==> src/rtl/smi_pkg.sv <==
// Shared constants and types for the small matrix inverse block.
`timescale 1ns / 1ps
`default_nettype none
package smi_pkg;

   localparam int ELEM_WIDTH_DEF = 16;
   localparam int OUT_WIDTH_DEF  = 32;
   localparam int IN_FRAC        = 12;
   localparam int OUT_FRAC       = 16;
   localparam int N_ELEM         = 9;
   // register stages inside the cofactor front end
   localparam int COF_PIPE       = 4;

   // cofactor i = a[MA]*a[MB] - a[SA]*a[SB], sign of the adjugate folded in
   localparam int COF_MA [N_ELEM] = '{4, 2, 1, 5, 0, 2, 3, 1, 0};
   localparam int COF_MB [N_ELEM] = '{8, 7, 5, 6, 8, 3, 7, 6, 4};
   localparam int COF_SA [N_ELEM] = '{5, 1, 2, 3, 2, 0, 4, 0, 1};
   localparam int COF_SB [N_ELEM] = '{7, 8, 4, 8, 6, 5, 6, 7, 3};

   typedef struct packed {
      logic ovf;   // quotient does not fit the output magnitude
      logic neg;   // result sign
   } smi_lane_stat_type;

endpackage
`default_nettype wire

==> src/rtl/smi_merge.sv <==
// Merges lane quotients and the determinant into signed, saturated results.
`timescale 1ns / 1ps
`default_nettype none
module smi_merge import smi_pkg::*; #(
   parameter int ELEM_WIDTH = ELEM_WIDTH_DEF,
   parameter int OUT_WIDTH  = OUT_WIDTH_DEF,
   localparam int DW = 3 * ELEM_WIDTH + 1,
   localparam int MW = ((DW > OUT_WIDTH) ? DW : OUT_WIDTH) + 1
) (
   input  logic [OUT_WIDTH-1:0]        quot_i [N_ELEM],
   input  smi_lane_stat_type           stat_i [N_ELEM],
   input  logic signed [DW-1:0]        det_i,
   input  logic                        three_i,
   output logic signed [OUT_WIDTH-1:0] inv_o [N_ELEM],
   output logic signed [OUT_WIDTH-1:0] det_o,
   output logic                        singular_o,
   output logic                        saturated_o
);

   localparam int SH3 = 3 * IN_FRAC - OUT_FRAC;
   localparam int SH2 = 2 * IN_FRAC - OUT_FRAC;
   localparam logic [MW-1:0] POS_MAX = MW'((64'(1) << (OUT_WIDTH - 1)) - 64'(1));
   localparam logic [MW-1:0] NEG_MAG = MW'(64'(1) << (OUT_WIDTH - 1));
   localparam logic signed [OUT_WIDTH-1:0] OUT_MAX = OUT_WIDTH'(POS_MAX);
   localparam logic signed [OUT_WIDTH-1:0] OUT_MIN = OUT_WIDTH'(NEG_MAG);

   logic [DW-1:0] dmag;
   logic [DW-1:0] m3;
   logic [DW-1:0] m2;
   logic [MW-1:0] mdet;
   logic [MW-1:0] qx;
   logic          dneg;
   logic          sat;

   always_comb begin
      sat  = 1'b0;
      dneg = det_i[DW-1];
      dmag = dneg ? DW'(-det_i) : DW'(det_i);
      m3   = (dmag + DW'(64'(1) << (SH3 - 1))) >> SH3;
      m2   = (dmag + DW'(64'(1) << (SH2 - 1))) >> SH2;
      mdet = MW'(three_i ? m3 : m2);

      for (int i = 0; i < N_ELEM; i++) begin
         qx = MW'(quot_i[i]);
         if (stat_i[i].ovf || (!stat_i[i].neg && qx > POS_MAX) ||
             (stat_i[i].neg && qx > NEG_MAG)) begin
            sat      = 1'b1;
            inv_o[i] = stat_i[i].neg ? OUT_MIN : OUT_MAX;
         end else begin
            inv_o[i] = stat_i[i].neg ? -quot_i[i] : quot_i[i];
         end
      end

      if (!dneg && mdet > POS_MAX) begin
         sat   = 1'b1;
         det_o = OUT_MAX;
      end else if (dneg && mdet > NEG_MAG) begin
         sat   = 1'b1;
         det_o = OUT_MIN;
      end else begin
         det_o = dneg ? -OUT_WIDTH'(mdet) : OUT_WIDTH'(mdet);
      end

      singular_o  = det_i == '0;
      saturated_o = sat;
      if (singular_o) begin
         for (int i = 0; i < N_ELEM; i++) begin
            inv_o[i] = '0;
         end
         det_o       = '0;
         saturated_o = 1'b0;
      end
   end

endmodule
`default_nettype wire

==> config.mk <==
export PLATFORM = sky130hd
export DESIGN_NAME = smi_merge
export DESIGN_NICKNAME = d
export VERILOG_FILES = /design/src/rtl/smi_pkg.sv /design/src/rtl/smi_merge.sv
export SDC_FILE = /design/constraint.sdc
export NUM_CORES = 1
export LEC_CHECK = 0
export ABC_AREA = 1
export BUFFER_PORTS_ARGS = -buffer_cell sky130_fd_sc_hd__buf_2
export CORE_AREA = 2 2 262 264
export DETAILED_ROUTE_END_ITERATION = 7
export DIE_AREA = 0 0 264 266
export PLACE_DENSITY = 0.53
export SLEW_MARGIN = 20
export SYNTH_ARGS = -nofsm -noshare
export SYNTH_HDL_FRONTEND = slang
export SYNTH_SLANG_ARGS = --single-unit
==> constraint.sdc <==
create_clock -name vclk -period 2.4
set_input_delay 0 -clock vclk [all_inputs]
set_output_delay 0 -clock vclk [all_outputs]
set_load 0.03 [all_outputs]
==> results.cfg <==
[detailed_routing]
drt-initial-drc-count = 1840
vias = 26950
route.detailed.drc = 0
wl_mm = 109.2
dr.pass1.iters = 7
ant_nets = 0
via_per_inst = 4.974
wl_per_cell_um = 20.16

[global_routing]
grt_pass1_vias = 25410
grt.total_usage_pct = 27.76
antenna_found_initial = 35
grt_overflow_total = 0
grt_first_pass_wirelength_mm = 151.7
grt_start_max_net_pins = 33

[cells_and_area]
area_growth_pct = 137.6
regArea_sq_um = 0
fin_nets = 4880
nClkBuffers = 0
drive_above_1_share_pct = 57.29
seq_cell_count = 0
final_util_pct = 51.80

[timing]
fin_setup_tns_ns = -57.60
setup_ws_ns = -0.8685
slew_headroom_pct = 46.10
setup_viol = 216
tightestPinTransition_ns = 0.8076
hold_ws_ns = 0.4241
fmax_ghz = 0.3060
rsz0062_at_grt = true
finalHoldViolCount = 0
fin_crit_sh_pct = 136.2
fin_crit_ns = 3.268
slew_violations = 0

[floorplan]
fp-row-count = 96
start_util_pct = 21.80
die_w_um = 264
io_pins = 678
dieArea_sq_um = 70220
die_y_um = 266
coreArea_sq_um = 67750

[power_and_ir_drop]
p_leak_uw = 0.01642
power_density_nw_per_um2 = 236.5
peakVddDrop_mv = 0.2520

[run_status]
violations = negative setup slack
outcome = finished, violations left

[synthesis]
synthCells = 2953
synth_area_leaders = nand2_1 (16%), nor2_1 (15%), nand3_1 (8.2%)
synth.distinct_cells = 47
synthTopCellsByCount = nand2_1 (624), nor2_1 (595), inv_1 (307)
synth_top_area_cell = nand2_1
synth.top_cell.area_share_pct = 15.86
synth.net_count = 3322
synth-seq-area-share_pct = 0
syn_area_sq_um = 14770
synth.most_common_cell = nand2_1
syn_area_per_cell_sq_um = 5.002
yosys_warnings = 0

[min_path]
hold_path.class = in2out

[critical_path]
critical_path.top_delay_family = simple AND/OR/NAND/NOR gates
startpoint_type = input port
critPathBufInv = 9
arrival_ns = 3.27
cpMostUsedCell = nor2_4
cp_max_fo = 7
critPathMaxStageDelay_ns = 0.21
worst-setup-path-type = in2out
crit_slowest_cell = nor2_4
cp_data_required_time_ns = 2.40
end_kind = primary output

[placement]
dpl.hpwl_mm = 83.44
gp_congestion = 1.027
numPortBuffers = 678

[job]
cap_violations = 0
==> power breakdown <==
group | switching (uW) | leakage [uW] | internal (uW)
clock | 0 | 0.000000171 | 0.00148
combinational | 4810 | 0.0164 | 3490
sequential | 0 | 0 | 0
total | 4810 | 0.0164 | 3490
==> layer usage <==
| metal | part of all wire, % | GRT usage (%) |
|---|---|---|
| met1 | 40 | 35.21 |
| met5 | 0.18 | 0 |
| met4 | 5.1 | 10.64 |
| met2 | 47 | 46.82 |
| met3 | 7.7 | 4.686 |
==> kinds of logic (layout without fill, tap and decap cells) <==
family,after synthesis,after routing,synth area share (%)
xor gates and xnor gates,226,226,13.40
adders and majority gates,13,13,1.101
AOI/OAI and AO/OA,450,450,16.75
other,0,27,0
and+or+nand+nor,1825,1827,57.15
buffers and inverters,439,1993,11.60
==> cell type report <==
type | count | area (sq um)
Inverter | 330 | 1338
Fill cell | 6404 | 32650
Antenna cell | 27 | 67.56
Multi-Input combinational cell | 2516 | 18180
Tap cell | 882 | 1104
Timing Repair Buffer | 1663 | 14410
==> path summary, 6_finish.rpt <==
path	start	end	cells after the start	slack [ns]
worst max-delay path	det_i[1]	det_o[5]	29	-0.87
worst min-delay path	quot_i[93]	inv_o[93]	4	0.42
==> placed cells by master (no fill, tap or decap), types with 18 or more instances in the layout <==
cell | netlist | routed
buf_2 | 11 | 358
nand4_1 | 46 | 46
buf_6 | 3 | 366
nor2_2 | 24 | 82
a21oi_1 | 206 | 77
nor2_4 | 28 | 149
o21ai_2 | 11 | 21
or2_2 | 25 | 25
a21oi_2 | 0 | 34
o21ai_1 | 6 | 30
o21ai_4 | 0 | 31
buf_12 | 0 | 61
a21oi_4 | 0 | 95
nand2_1 | 624 | 532
buf_8 | 0 | 41
xor2_1 | 134 | 115
nand3_4 | 4 | 18
nor2_1 | 595 | 417
diode_2 | 0 | 27
nand2_4 | 27 | 66
xnor2_1 | 92 | 84
inv_2 | 14 | 41
a31oi_1 | 64 | 21
a31oi_4 | 0 | 40
nand3_2 | 17 | 54
nand2_2 | 67 | 114
inv_4 | 1 | 21
buf_4 | 6 | 817
nor3_1 | 78 | 43
nor3_2 | 0 | 19
o21ai_0 | 130 | 65
inv_1 | 307 | 255
nand3_1 | 241 | 190
==> metrics by stage <==
stage          cell area (sq um)  instances  power (uW)  setup WS, ns
3_5_place_dp               25750       5087        6245        -1.045
4_1_cts                    31820       5338        7480       -0.8347
2_1_floorplan              16270       2953        3474       -0.3201
3_3_place_gp               25750       5087        6258        -1.009
6_report                   35090       5418        8301       -0.8685
5_1_grt                    35080       5412        8707        -1.040
==> timing repair <==
action                     4_1_cts  5_1_grt
buffers inserted               281      105
cloned                          20        4
hold buffers                     0        0
setup endpoints to repair      321      321
resized for setup             1026      773
pin swaps                      172      272
Note: power is estimated with default switching activity, not from simulation.
